## src/rtl/core/psi_pkg.sv

```systemverilog
package psi_pkg;

   // Width of a plane normal component, signed Q1.14.
   localparam int NORMAL_BITS = 16;

   // Control that travels with every pipeline slot.
   typedef struct packed {
      logic valid;
      logic hit;
   } psi_ctrl_type;

endpackage

```

## src/rtl/core/psi_contact.sv

```systemverilog
// Scales the segment direction by t and adds it to the start point.
// Stage one forms the unsigned products t * |d|, stage two floors them
// toward minus infinity and adds the start coordinate.
module psi_contact #(
   parameter int COORD_BITS  = 16,
   parameter int T_FRAC_BITS = 16
) (
   input  logic                        clock,
   input  logic                        reset,
   input  logic                        adv,
   input  psi_pkg::psi_ctrl_type       ctrl_i,
   input  logic [T_FRAC_BITS-1:0]      t_i,
   input  logic [3*COORD_BITS-1:0]     start_i,
   input  logic [3*(COORD_BITS+1)-1:0] dse_i,
   output psi_pkg::psi_ctrl_type       ctrl_o,
   output logic [3*COORD_BITS-1:0]     contact_o
);
   import psi_pkg::*;

   localparam int C  = COORD_BITS;
   localparam int D  = COORD_BITS + 1;
   localparam int TF = T_FRAC_BITS;
   localparam int PW = TF + C;
   localparam logic [PW-1:0] ROUND_UP = PW'({TF{1'b1}});

   psi_ctrl_type      ctrl1_ff, ctrl2_ff;
   logic [PW-1:0]     prod_ff   [3];
   logic [PW-1:0]     prod_in   [3];
   logic              neg_ff    [3];
   logic [C-1:0]      start1_ff [3];
   logic [C-1:0]      cont_ff   [3];
   logic [C-1:0]      cont_in   [3];

   // Unsigned product of t and the direction magnitude.
   always_comb begin
      logic signed [D-1:0] d;
      logic [C-1:0]        dmag;
      for (int k = 0; k < 3; k++) begin
         d          = dse_i[k*D +: D];
         dmag       = d[D-1] ? C'(-d) : C'(d);
         prod_in[k] = PW'(t_i) * PW'(dmag);
      end
   end

   // Floor of the signed scaled step, then the add to the start point.
   always_comb begin
      logic [C-1:0]          qmag;
      logic signed [C+1:0]   step;
      logic signed [C+1:0]   sum;
      for (int k = 0; k < 3; k++) begin
         if (neg_ff[k]) begin
            qmag = C'((prod_ff[k] + ROUND_UP) >> TF);
            step = -$signed({2'b00, qmag});
         end else begin
            qmag = C'(prod_ff[k] >> TF);
            step = $signed({2'b00, qmag});
         end
         sum        = $signed({{2{start1_ff[k][C-1]}}, start1_ff[k]}) + step;
         cont_in[k] = ctrl1_ff.hit ? sum[C-1:0] : '0;
      end
   end

   always_ff @(posedge clock) begin
      if (reset) begin
         ctrl1_ff <= '0;
         ctrl2_ff <= '0;
      end else if (adv) begin
         ctrl1_ff <= ctrl_i;
         ctrl2_ff <= ctrl1_ff;
      end
   end

   always_ff @(posedge clock) begin
      if (adv) begin
         for (int k = 0; k < 3; k++) begin
            prod_ff[k]   <= prod_in[k];
            neg_ff[k]    <= dse_i[k*D + D - 1];
            start1_ff[k] <= start_i[k*C +: C];
            cont_ff[k]   <= cont_in[k];
         end
      end
   end

   assign ctrl_o = ctrl2_ff;
   for (genvar g = 0; g < 3; g++) begin : g_out
      assign contact_o[g*C +: C] = cont_ff[g];
   end
endmodule

```

## config.mk

```make
export PLATFORM = sky130hd
export DESIGN_NAME = psi_contact
export DESIGN_NICKNAME = d
export VERILOG_FILES = /design/src/rtl/core/psi_pkg.sv /design/src/rtl/core/psi_contact.sv
export SDC_FILE = /design/constraint.sdc
export NUM_CORES = 2
export LEC_CHECK = 0
export BUFFER_PORTS_ARGS = -buffer_cell sky130_fd_sc_hd__buf_2
export CAP_MARGIN = 20
export CORE_ASPECT_RATIO = 0.7
export CORE_MARGIN = 4
export CORE_UTILIZATION = 59
export CTS_BUF_LIST = sky130_fd_sc_hd__clkbuf_2 sky130_fd_sc_hd__clkbuf_4 sky130_fd_sc_hd__clkbuf_8
export DETAILED_ROUTE_END_ITERATION = 10
export GPL_TIMING_DRIVEN = 0
export PLACE_DENSITY = 0.8
export SYNTH_ARGS = -nofsm -noshare
export SYNTH_HDL_FRONTEND = slang
export SYNTH_SLANG_ARGS = --single-unit
```

## constraint.sdc

```tcl
create_clock -name clock -period 9.8 [get_ports clock]
set_clock_uncertainty 0.1 [all_clocks]
set_input_delay 1.96 -clock clock [delete_from_list [all_inputs] [get_ports clock]]
set_output_delay 1.96 -clock clock [all_outputs]
set_load 0.02 [all_outputs]
```

==> metrics.txt <==
outcome finished with violations; failing checks design-rule violations; synthesized flop and latch total 199; vias 27600; clk buf depth 2; Setup crit start kind input port; count of different cell masters after synthesis between 60 and 70; Warnings, synthesis 0; most frequent cells in the layout 669 x inv_1, 585 x fa_1, 462 x nand2_1; # Max-Cap Violations 0; Worst-path clk slew around 0.12 ns; CP Data Arrival Time between 9 and 10 ns; H-tree Lvls 4; HP Class reg -> reg; P&R area growth vs syn 8.34%; Most used DFF post-synth edfxtp_1; initial antenna violation count 7; Port Buf Inserts approximately 150; dpl hpwl 79900 microns; Slowest-stage cell, CP xor2_1; initial DRC count between 2000 and 3000; delay-heaviest family, CP adder cells; number of nets in the final layout 4985; GRT met3 Usage between 10% and 20%; Cell Area, Synth roughly 36000 sq um; clock root cell clkbuf_8; crit path kind in -> reg; met1 Use GR ~44%; ANT nets after route 0; final setup fails 0; # rows 75; cells after synthesis between 3000 and 4000; Die W roughly 300 microns; total grt overflow 0; Critical path buffers and inverters 5; fin crit share between 90% and 100%; CTS Buf Count 17; Worst-Margin Slew around 1.3 ns; Core ar. roughly 60000 sq um; clk sink count 199; Worst EP required just over 10 ns; Post-Syn Nets 4801; Syn Area/Cell around 9.5 sq um; maximum clock rate between 0.1 and 0.15 GHz; final hold violation count 0; Clock Latency Late Sink 0.60 ns; Setup WS pre-CTS -1.72 ns; io pins 170; Die H about 210 microns; vias in the first global route between 20000 and 30000; Crit path top cell by count fa_1; Setup WS post-layout approximately 0.23 ns; GRT Util Overall between 30% and 40%; Final Critical Period ~9.6 ns; post-synthesis sequential area ratio 16.7%; share of cells above drive strength 1 7.84%; ys async rst share 0%; CTS tree done; GR Layer Usage met2 a little under half; Max-slew headroom between 15 and 20%; grt peak-use layer met2; RD Place Congestion around 1; Routed wire per std cell ~21 microns; Crit Path Max Fanout 10; Post-synth EDFFs 195; Initial Util about 60%; Worst Setup End Kind flop; Total Wirelength ~100000 microns; Vias per Instance about 5.8; Util after Layout 64.5%; most common cell after layout, fill and taps aside inv_1; first-pass GRT wire length between 150000 and 200000 microns; full die area between 60000 and 70000 sq um; Worst path max stage delay around 0.70 ns; residual DRC count 1; Max Slew Vio Count 0; largest net degree at the start of global routing around 130; drt first pass iters 9
[tightest hold or removal path, delay by kind of cell (launching register included)]
kind	cells	cell delay (ns)
mux	1	0.06
flops	1	0.34
simple gates	1	0.07
[registers in the layout, indices dropped and copies added (netlist names)]
register   count
ctrl_o         2
cont_ff       48
neg_ff         3
ctrl1_ff       2
start1_ff     48
prod_ff       96
[routing by layer]
layer | part of all wire (%) | routed length (microns)
met1 | 40 | 40400
met2 | 41 | 41300
met3 | 14 | 14200
met4 | 4.2 | 4220
met5 | 0.12 | 119
[cell type report]
type,instances,area (sq um)
Fill cell,4819,21300
Tap cell,808,1010
Inverter,669,2510
Buffer,150,642
Antenna cell,5,12.5
Sequential cell,199,5940
Clock buffer,17,234
Clock inverter,15,220
Timing Repair Buffer,165,893
Multi-Input combinational cell,2715,27100
[kinds of logic after synthesis]
| logic type | after synthesis | synth area share [%] |
|---|---|---|
| buf+inv | 819 | 8.63 |
| xor+xnor | 207 | 5.09 |
| compound gates | 348 | 6.39 |
| flops | 199 | 16.7 |
| mux | 9 | 0.263 |
| simple gates | 1203 | 17.4 |
| fa+ha+maj | 948 | 45.6 |
[through the flow]
stage          setup TNS, ns  instance area (sq um)  hold WS (ns)  cells
2_1_floorplan              0                  35600         0.360   3733
3_3_place_gp          -26.39                  37400         0.380   4694
3_5_place_dp          -29.01                  37500         0.380   4696
4_1_cts                    0                  38200         0.408   4731
5_1_grt              -0.0442                  38600         0.454   4739
6_report                   0                  38600         0.400   4743
[path summary, 6_finish.rpt]
kind	from	slack [ns]	end	cells past startpoint
setup / recovery	dse_i[34]	0.23	prod_ff[0][94]	25
hold / removal	ctrl_o[0]	0.40	ctrl_o[0]	2
setup reg to reg	prod_ff[0][67]	3.89	cont_ff[0][47]	18
hold reg to reg	ctrl_o[0]	0.40	ctrl_o[0]	2
[synthesized netlist by cell type (29+ instances only)]
| cell type | instances | area share (%) |
|---|---|---|
| ha_1 | 363 | 13 |
| o21ai_0 | 73 | 1.0 |
| and2_1 | 293 | 5.1 |
| a21o_1 | 30 | 0.63 |
| nand2_1 | 462 | 4.9 |
| nor2b_1 | 135 | 2.4 |
| nand2b_1 | 39 | 0.68 |
| fa_1 | 585 | 33 |
| xor2_1 | 58 | 1.4 |
| nand3_1 | 34 | 0.48 |
| xnor2_1 | 149 | 3.7 |
| edfxtp_1 | 195 | 16 |
| clkbuf_1 | 149 | 1.6 |
| inv_1 | 669 | 7.0 |
| a21oi_1 | 90 | 1.3 |
| nor3_1 | 29 | 0.41 |
| nor2_1 | 76 | 0.80 |
[repair_timing]
action                     CTS  global route
buffers inserted             3             5
hold buffers                 0             0
pin swaps                    2             9
setup endpoints to repair   22            22
gates resized for setup     53            90
Power is left out: the tool's default activity adds up to more than one toggle a clock period on the data nets, which glitch-free logic cannot reach.
