$ cat config.mk
export PLATFORM = sky130hd
export DESIGN_NAME = psi_div_cell
export DESIGN_NICKNAME = d
export VERILOG_FILES = /design/src/rtl/core/psi_pkg.sv /design/src/rtl/core/psi_div_cell.sv
export SDC_FILE = /design/constraint.sdc
export NUM_CORES = 1
export LEC_CHECK = 0
export BUFFER_PORTS_ARGS = -buffer_cell sky130_fd_sc_hd__clkbuf_2
export CORE_AREA = 4 4 148 150
export DETAILED_ROUTE_END_ITERATION = 8
export DIE_AREA = 0 0 152 154
export PLACE_DENSITY = 0.7
export SYNTH_ARGS = -nofsm -noshare
export SYNTH_HDL_FRONTEND = slang
export SYNTH_SLANG_ARGS = --single-unit
$ cat constraint.sdc
create_clock -name clock -period 5.3 [get_ports clock]
set_input_delay 1.06 -clock clock [delete_from_list [all_inputs] [get_ports clock]]
set_output_delay 1.06 -clock clock [all_outputs]
set_load 0.01 [all_outputs]
$ cat src/rtl/core/psi_pkg.sv
package psi_pkg;

   // Width of a plane normal component, signed Q1.14.
   localparam int NORMAL_BITS = 16;

   // Control that travels with every pipeline slot.
   typedef struct packed {
      logic valid;
      logic hit;
   } psi_ctrl_type;

endpackage

$ cat src/rtl/core/psi_div_cell.sv
// One restoring division step: shifts the partial remainder, subtracts the
// divisor when it fits and appends one quotient bit. The payload rides along.
module psi_div_cell #(
   parameter int DEN_W = 36,
   parameter int Q_W   = 16,
   parameter int PAY_W = 99
) (
   input  logic                 clock,
   input  logic                 reset,
   input  logic                 adv,
   input  psi_pkg::psi_ctrl_type ctrl_i,
   input  logic [DEN_W-1:0]     rem_i,
   input  logic [DEN_W-1:0]     den_i,
   input  logic [Q_W-1:0]       q_i,
   input  logic [PAY_W-1:0]     pay_i,
   output psi_pkg::psi_ctrl_type ctrl_o,
   output logic [DEN_W-1:0]     rem_o,
   output logic [DEN_W-1:0]     den_o,
   output logic [Q_W-1:0]       q_o,
   output logic [PAY_W-1:0]     pay_o
);
   import psi_pkg::*;

   psi_ctrl_type     ctrl_ff;
   logic [DEN_W-1:0] rem_ff, rem_in;
   logic [DEN_W-1:0] den_ff;
   logic [Q_W-1:0]   q_ff, q_in;
   logic [PAY_W-1:0] pay_ff;
   logic [DEN_W:0]   rem_sh;
   logic [DEN_W:0]   rem_sub;
   logic             fits;

   // Trial subtraction of the divisor from the doubled remainder.
   always_comb begin
      rem_sh  = {rem_i, 1'b0};
      rem_sub = rem_sh - {1'b0, den_i};
      fits    = (rem_sh >= {1'b0, den_i});
      rem_in  = fits ? rem_sub[DEN_W-1:0] : rem_sh[DEN_W-1:0];
      q_in    = {q_i[Q_W-2:0], fits};
   end

   always_ff @(posedge clock) begin
      if (reset) begin
         ctrl_ff <= '0;
      end else if (adv) begin
         ctrl_ff <= ctrl_i;
      end
   end

   always_ff @(posedge clock) begin
      if (adv) begin
         rem_ff <= rem_in;
         den_ff <= den_i;
         q_ff   <= q_in;
         pay_ff <= pay_i;
      end
   end

   assign ctrl_o = ctrl_ff;
   assign rem_o  = rem_ff;
   assign den_o  = den_ff;
   assign q_o    = q_ff;
   assign pay_o  = pay_ff;
endmodule

==> metrics.csv, run 1 <==
metric,value,unit
Yosys warnings,0,
MaxCap Viol Count,0,
"Net Count, Synth",817,
crit path max fanout,20,
clk_skew,0,ns
Reg2Reg Setup Slack,4.70,ns
cts hold-fix bufs,0,
pin count of the biggest net entering global routing,118,
"EDFF count, synth",187,
gr usage total,20.1,%
CTS buffer count,17,
Die X-Extent,152,um
first-pass GRT wire length,36300,um
root buffer cell,clkbuf_16,
Worst-path clk slew,0.08,ns
Final ANT Viol Nets,0,
nets@finish,1206,
setup tns final,0,ns
CTS tree,yes,
via count,6248,
dpl cells,1233,
critical path type,in -> reg,
final wirelength,24100,um
Placer Congestion,0.897,
cell area after synthesis,8180,um2
net load switching power,1080,uW
CP arrival,3.85,ns
dominant cell type by area after synthesis,edfxtp_1,
non-filler instance count after layout,1265,
post-synth cell types,55,
initial antenna violation count,1,
chip height,154,um
vias in the first global route,6243,
Hold Path Class,reg -> reg,
Post-CTS Setup Bufs,0,
Setup crit end,rem_o[31]$_DFFE_PP_,
PD cells,346,nW/um2
area taken by multi-input logic gates,2280,um2
final HPWL from detailed placement,19200,um
layout cells sized above 1,42.9,%
Skew-Pair Late Insertion Delay,0.42,ns
Mean Syn Cell Area,13.9,um2
I/O Buffers,379,
"flops & latches, synth",189,
Core Rows,53,
switching portion of total power,28.4,%
CP Launch Type,primary input,
r2r worst-path depth,2,
slew margin rel.,36.0,%
Post-Synthesis Cells,588,
final worst path period share,69.3,%
DRC Markers,0,
CP startpoint,den_i[1],
sequential fraction of the synthesis area,69.2,%
Reg area,5660,um2
area grow syn2layout,34.4,%
die area,23400,um2
Post-synth ARST share,0,%
Worst EP required,5.47,ns
routed wire length per instance,19.0,um
Final Hold Fails,0,
CORE AREA,20700,um2
FMAX,272,MHz
DRT Pass-1 Iters,5,
post_cts resized,0,
min cycle time layout,3.67,ns
r2r startpoint,ctrl_o[0]$_SDFFE_PP0P_,
Fill cells,1805,
Clock Path Buffers,2,
"top cells by area, synth","edfxtp_1 69%, ha_1 5.5%, nand2_1 2.8%",
RSZ-0062 raised after global routing,no,
prevailing post-synth register cell,edfxtp_1,
Max VDD drop,0.000206,V
Crit Reg-Reg Endpoint,ctrl_o[0]$_SDFFE_PP0P_,
Setup crit end kind,flop,
Combinational Power Share,17.2,%
Seq pwr share,48.6,%
static leakage,0.00488,uW
DR iter-0 viols,353,
# IOs,381,
post-synth top area share,68.7,%
clock power share,34.3,%
grt ovf,0,
total power draw,3800,uW
cell internal pwr,2720,uW
actual slew at the worst max-slew pin,0.960,ns
htree depth,4,
endpoints failing setup,0,
Vias/cell,4.94,
# diodes,0,
Num Clock Sinks,189,
Starting Density,39.5,%
status,"complete, no violations",
fin. max-slew vios,0,
worst max-delay path, cell delays in order:
cell and delay [ns]:
clkbuf_2 0.13, inv_1 0.05, ha_1 0.28, nor2b_1 0.15, o31a_1 0.31, o311a_1 0.35, o21ai_2 0.30, a21oi_2 0.16
a21oi_4 0.49, buf_4 0.34, inv_4 0.08, nand2_1 0.06, o31ai_1 0.06
routing by layer:
metal / up-vias / track usage [%] / part of all wire [%]
li1: 2989 / - / -
met1: 2963 / 23.5 / 38
met2: 274 / 35.3 / 52
met3: 20 / 7.49 / 9.0
met4: 2 / 4.79 / 1.5
met5: - / 0 / 0.054
how the worst min path moves through the flow:
| stage | start | endpoint | slack [ns] | cells past startpoint |
|---|---|---|---|---|
| after global routing | ctrl_o[0]$_SDFFE_PP0P_ | ctrl_o[0]$_SDFFE_PP0P_ | 0.56 | 2 |
| after detailed placement | ctrl_o[1]$_SDFFE_PP0P_ | ctrl_o[1]$_SDFFE_PP0P_ | 0.50 | 2 |
| after CTS | ctrl_o[1]$_SDFFE_PP0P_ | ctrl_o[1]$_SDFFE_PP0P_ | 0.52 | 2 |
| final | ctrl_o[1]$_SDFFE_PP0P_ | ctrl_o[1]$_SDFFE_PP0P_ | 0.51 | 2 |
| after floorplan | ctrl_o[0]$_SDFFE_PP0P_ | ctrl_o[0]$_SDFFE_PP0P_ | 0.53 | 2 |
| after global placement | ctrl_o[1]$_SDFFE_PP0P_ | ctrl_o[1]$_SDFFE_PP0P_ | 0.48 | 2 |
sequential cells by signal, indices dropped and copies added, names as in the netlist:
name and cells:
q_o 16, rem_o 36, ctrl_o 2, den_o 36
pay_o 99
area by class of cell:
cell class                      count  share of cell area (%)
Clock buffer                       17                    3.87
Tap cell                          275                    3.13
Sequential cell                   189                    51.5
Inverter                           42                    1.46
Timing Repair Buffer              382                    17.7
Multi-Input combinational cell    345                    20.7
Clock inverter                     15                    1.70
stage by stage:
stage	worst slack (ns)	hold WS (ns)	area (um2)	util [%]
final	1.63	0.505	11000	53.1
after global routing	1.44	0.556	11000	53.1
after CTS	1.63	0.523	11000	53.1
after detailed placement	1.17	0.503	10400	50.2
after global placement	1.20	0.483	10400	50.2
after floorplan	2.11	0.528	8180	-
synthesized netlist by cell type (2+ instances only):
| cell | number |
|---|---|
| mux2i_1 | 3 |
| o211ai_1 | 2 |
| nor4_1 | 3 |
| nand2b_1 | 8 |
| or3_1 | 3 |
| nor3_1 | 8 |
| nor4b_2 | 2 |
| a21oi_2 | 3 |
| xor2_1 | 14 |
| ha_1 | 36 |
| o31ai_1 | 9 |
| o21bai_1 | 3 |
| xnor2_1 | 13 |
| o21ai_0 | 26 |
| o31a_1 | 4 |
| nor2b_1 | 2 |
| buf_2 | 3 |
| dfxtp_1 | 2 |
| nand2_1 | 62 |
| a21o_1 | 8 |
| nand4_1 | 5 |
| o21ai_1 | 28 |
| nor2_1 | 27 |
| inv_1 | 41 |
| and4_1 | 2 |
| buf_6 | 5 |
| a21oi_1 | 34 |
| a31oi_1 | 2 |
| nand3_1 | 5 |
| o21a_1 | 8 |
| edfxtp_1 | 187 |
| clkbuf_1 | 2 |
| a211oi_2 | 2 |
| and3_1 | 3 |
| a311oi_1 | 3 |
kinds of logic after synthesis:
family	share of synthesized area, %
AO/OA/AOI/OAI	11.1
XOR/XNOR	2.89
adder cells (fa/ha/maj)	5.75
buffers and inverters	3.08
flip-flops	69.2
multiplexers	0.367
AND/OR/NAND/NOR	7.65
power groups by stage:
stage | Clock [uW] | Sequential, uW | Combinational, uW
finish | 1300 | 1840 | 653
global placement | 0 | 1870 | 648
floorplan | 0 | 1960 | 259
detailed placement | 0 | 1880 | 658
global route | 1410 | 1860 | 720
CTS | 1340 | 1850 | 661
layout by cell type, fill, tap and decap left out, types with 3 or more instances in the layout:
master     count
o21ai_1       28
nand3_1        5
o21a_1         8
inv_6          4
o31ai_1        9
o21ai_0       26
nand4_1        5
o31a_1         4
clkbuf_16     17
a21oi_1       34
or3_1          3
o21bai_1       3
inv_1         41
a21o_1         8
ha_1          36
and3_1         3
a311oi_1       3
clkinv_8       5
clkbuf_2     378
nor4_1         3
nand2b_1       8
edfxtp_1     187
mux2i_1        3
xnor2_1       13
inv_8          3
nor3_1         8
nor2_1        27
nand2_1       62
xor2_1        14
(Power assumes the default switching activity.)
==> run 2, diff against run 1 <==
--- a/config.mk
+++ b/config.mk
@@ -6,10 +6,10 @@
 export NUM_CORES = 1
 export LEC_CHECK = 0
 export BUFFER_PORTS_ARGS = -buffer_cell sky130_fd_sc_hd__clkbuf_2
-export CORE_AREA = 4 4 148 150
+export CORE_AREA = 4 4 145 147
 export DETAILED_ROUTE_END_ITERATION = 8
-export DIE_AREA = 0 0 152 154
-export PLACE_DENSITY = 0.7
+export DIE_AREA = 0 0 149 151
+export PLACE_DENSITY = 0.72
 export SYNTH_ARGS = -nofsm -noshare
 export SYNTH_HDL_FRONTEND = slang
 export SYNTH_SLANG_ARGS = --single-unit
==> constraint.sdc (replaced) <==
create_clock -name clock -period 3.4 [get_ports clock]
set_input_delay 0.68 -clock clock [delete_from_list [all_inputs] [get_ports clock]]
set_output_delay 0.68 -clock clock [all_outputs]
set_load 0.01 [all_outputs]
==> run 2 against run 1 <==
Against the previous run:
- die area is 3.9% lower
- first-iteration DRC count is 27% lower
- clock-buffer cell count stayed put
- utilization is 2.7 points higher
- worst hold slack worse by 0.085 ns
- flip-flop and latch count stayed put
- critical path depth is 2 lower
- sequential power is 57% higher
- setup slack worse by 1.1 ns
- critical endpoint is now rem_o[23]$_DFFE_PP_
- largest cell class unchanged
- highest routed layer unchanged
==> metrics.csv, run 2 (synthesis results as in run 1) <==
metric,value,unit,change
Crit Reg-Reg Endpoint,ctrl_o[1]$_SDFFE_PP0P_,,
CP startpoint,den_i[1],,
Final ANT Viol Nets,0,,unchanged
via count,6241,,-0.11%
CP arrival,3.09,ns,-0.76 ns
Hold Crit Depth,1,,-1
actual slew at the worst max-slew pin,0.812,ns,-0.148 ns
non-filler instance count after layout,1275,,+0.79%
Setup crit end kind,flop,,
CORE AREA,19900,um2,-3.8%
Hold Slack,0.420,ns,-0.0853 ns
Core Rows,52,,-1.9%
chip height,151,um,-1.9%
Worst EP required,3.57,ns,-1.90 ns
final HPWL from detailed placement,19200,um,about the same
setup tns final,0,ns,unchanged
"most common cell after layout, fill and taps aside",clkbuf_2,,
max reg flops,99,,unchanged
Combinational Power Share,17.6,%,+0.4 points
clock power share,33.7,%,-0.6 points
status,"complete, no violations",,
Post-CTS Setup Bufs,0,,unchanged
vias in the first global route,6175,,-1.1%
DR iter-0 viols,256,,-27%
Hold Path Class,in -> reg,,
fin. max-slew vios,0,,unchanged
Seq pwr share,48.6,%,about the same
DRT Pass-1 Iters,6,,+1
total power draw,5910,uW,+56%
static leakage,0.00496,uW,+1.5%
Placer Congestion,0.845,,-5.8%
cts hold-fix bufs,0,,unchanged
I/O Buffers,379,,unchanged
Clock Path Buffers,2,,unchanged
crit path max fanout,5,,-75%
r2r startpoint,ctrl_o[1]$_SDFFE_PP0P_,,
dpl cells,1242,,+0.73%
critical path type,in -> reg,,
routed wire length per instance,18.7,um,-2.0%
r2r worst-path depth,2,,unchanged
endpoints failing setup,0,,unchanged
clk_skew,0,ns,unchanged
Die X-Extent,149,um,-2.0%
pre-CTS setup slack,0.0739,ns,-1.10 ns
initial antenna violation count,2,,+1
Num Clock Sinks,189,,unchanged
Max VDD drop,0.000311,V,+51%
net load switching power,1670,uW,+55%
DRC Markers,0,,unchanged
nets@finish,1220,,+1.2%
die area,22500,um2,-3.9%
Skew-Pair Late Insertion Delay,0.42,ns,about the same
slew margin rel.,45.8,%,+9.9 points
Worst-path clk slew,0.08,ns,about the same
root buffer cell,clkbuf_16,,
Setup crit end,rem_o[23]$_DFFE_PP_,,
pin count of the biggest net entering global routing,96,,-19%
Starting Density,41.1,%,+1.5 points
layout cells sized above 1,43.7,%,+0.80 points
htree depth,4,,unchanged
final wirelength,23800,um,-1.2%
min cycle time layout,2.92,ns,
switching portion of total power,28.2,%,-0.19 points
final worst path period share,85.8,%,
PD cells,532,nW/um2,+54%
CP Launch Type,primary input,,
Setup WS post-layout,0.481,ns,-1.14 ns
first-pass GRT wire length,34400,um,-5.3%
Vias/cell,4.89,,-0.90%
RSZ-0062 raised after global routing,no,,
Final Hold Fails,0,,unchanged
most frequent cells in the layout,"378 x clkbuf_2, 187 x edfxtp_1, 62 x nand2_1, 41 x inv_1, 36 x ha_1",,
area grow syn2layout,35.9,%,
grt ovf,0,,unchanged
# IOs,381,,unchanged
post_cts resized,0,,unchanged
MaxCap Viol Count,0,,unchanged
cell internal pwr,4250,uW,+56%
FMAX,343,MHz,
CTS tree,yes,,
gr usage total,20.0,%,-0.068 points
Fill cells,1687,,-6.5%
Reg2Reg Setup Slack,2.79,ns,-1.91 ns
CTS buffer count,17,,unchanged
-- run 2: changes by cell type in the layout (fill, tap and decap cells not counted), sizes merged --
cell,delta
buf,+14
diode,+1
-- run 2: routing by layer --
layer  track usage (%)  vias to the layer above  wire, um
li1                  -                     3018         -
met1              23.0                     2934      8710
met2              34.5                      254     12000
met3              8.11                       33      2480
met4              6.18                        2       580
met5                 0                        -         7
-- run 2: power by group through the flow --
stage               Sequential (uW)  Combinational (uW)  Clock, uW
floorplan                      3050                 404          0
global placement               2920                1040          0
detailed placement             2930                1050          0
CTS                            2880                1060       2040
global route                   2900                1150       2150
finish                         2880                1040       1990
-- run 2: critical path, stage by stage --
cell and delay (ns):
clkbuf_2 0.14, inv_1 0.06, ha_1 0.28, nor2b_1 0.15, o31a_1 0.30, o311ai_0 0.50, a311oi_1 0.27, o21ai_0 0.30
o21ai_0 0.16, xnor2_1 0.16, o21ai_1 0.07
-- run 2: metrics by stage --
step	cell area, um2	utilization, %
6_report	11100	55.8
4_1_cts	11100	55.8
3_5_place_dp	10500	52.8
5_1_grt	11100	55.8
2_1_floorplan	8180	-
3_3_place_gp	10500	52.8
-- run 2: how the worst min path moves through the flow --
stage	start	end	slack (ns)
2_1_floorplan	ctrl_o[0]$_SDFFE_PP0P_	ctrl_o[0]$_SDFFE_PP0P_	0.53
3_3_place_gp	ctrl_o[1]$_SDFFE_PP0P_	ctrl_o[1]$_SDFFE_PP0P_	0.48
3_5_place_dp	ctrl_o[1]$_SDFFE_PP0P_	ctrl_o[1]$_SDFFE_PP0P_	0.49
4_1_cts	pay_i[90]	pay_o[90]$_DFFE_PP_	0.40
5_1_grt	q_i[3]	q_o[4]$_DFFE_PP_	0.39
6_report	pay_i[23]	pay_o[23]$_DFFE_PP_	0.42
-- run 2: final cells by class --
class                   instances  area, um2  area share [%]
clock inverters                15        166            1.50
flip-flops and latches        189       5660            50.9
inverters                      42        160            1.44
multi-input cells             345       2280            20.5
well taps                     270        338            3.04
clock buffers                  17        425            3.83
repair buffers                396       2080            18.8
diodes                          1       2.50          0.0225
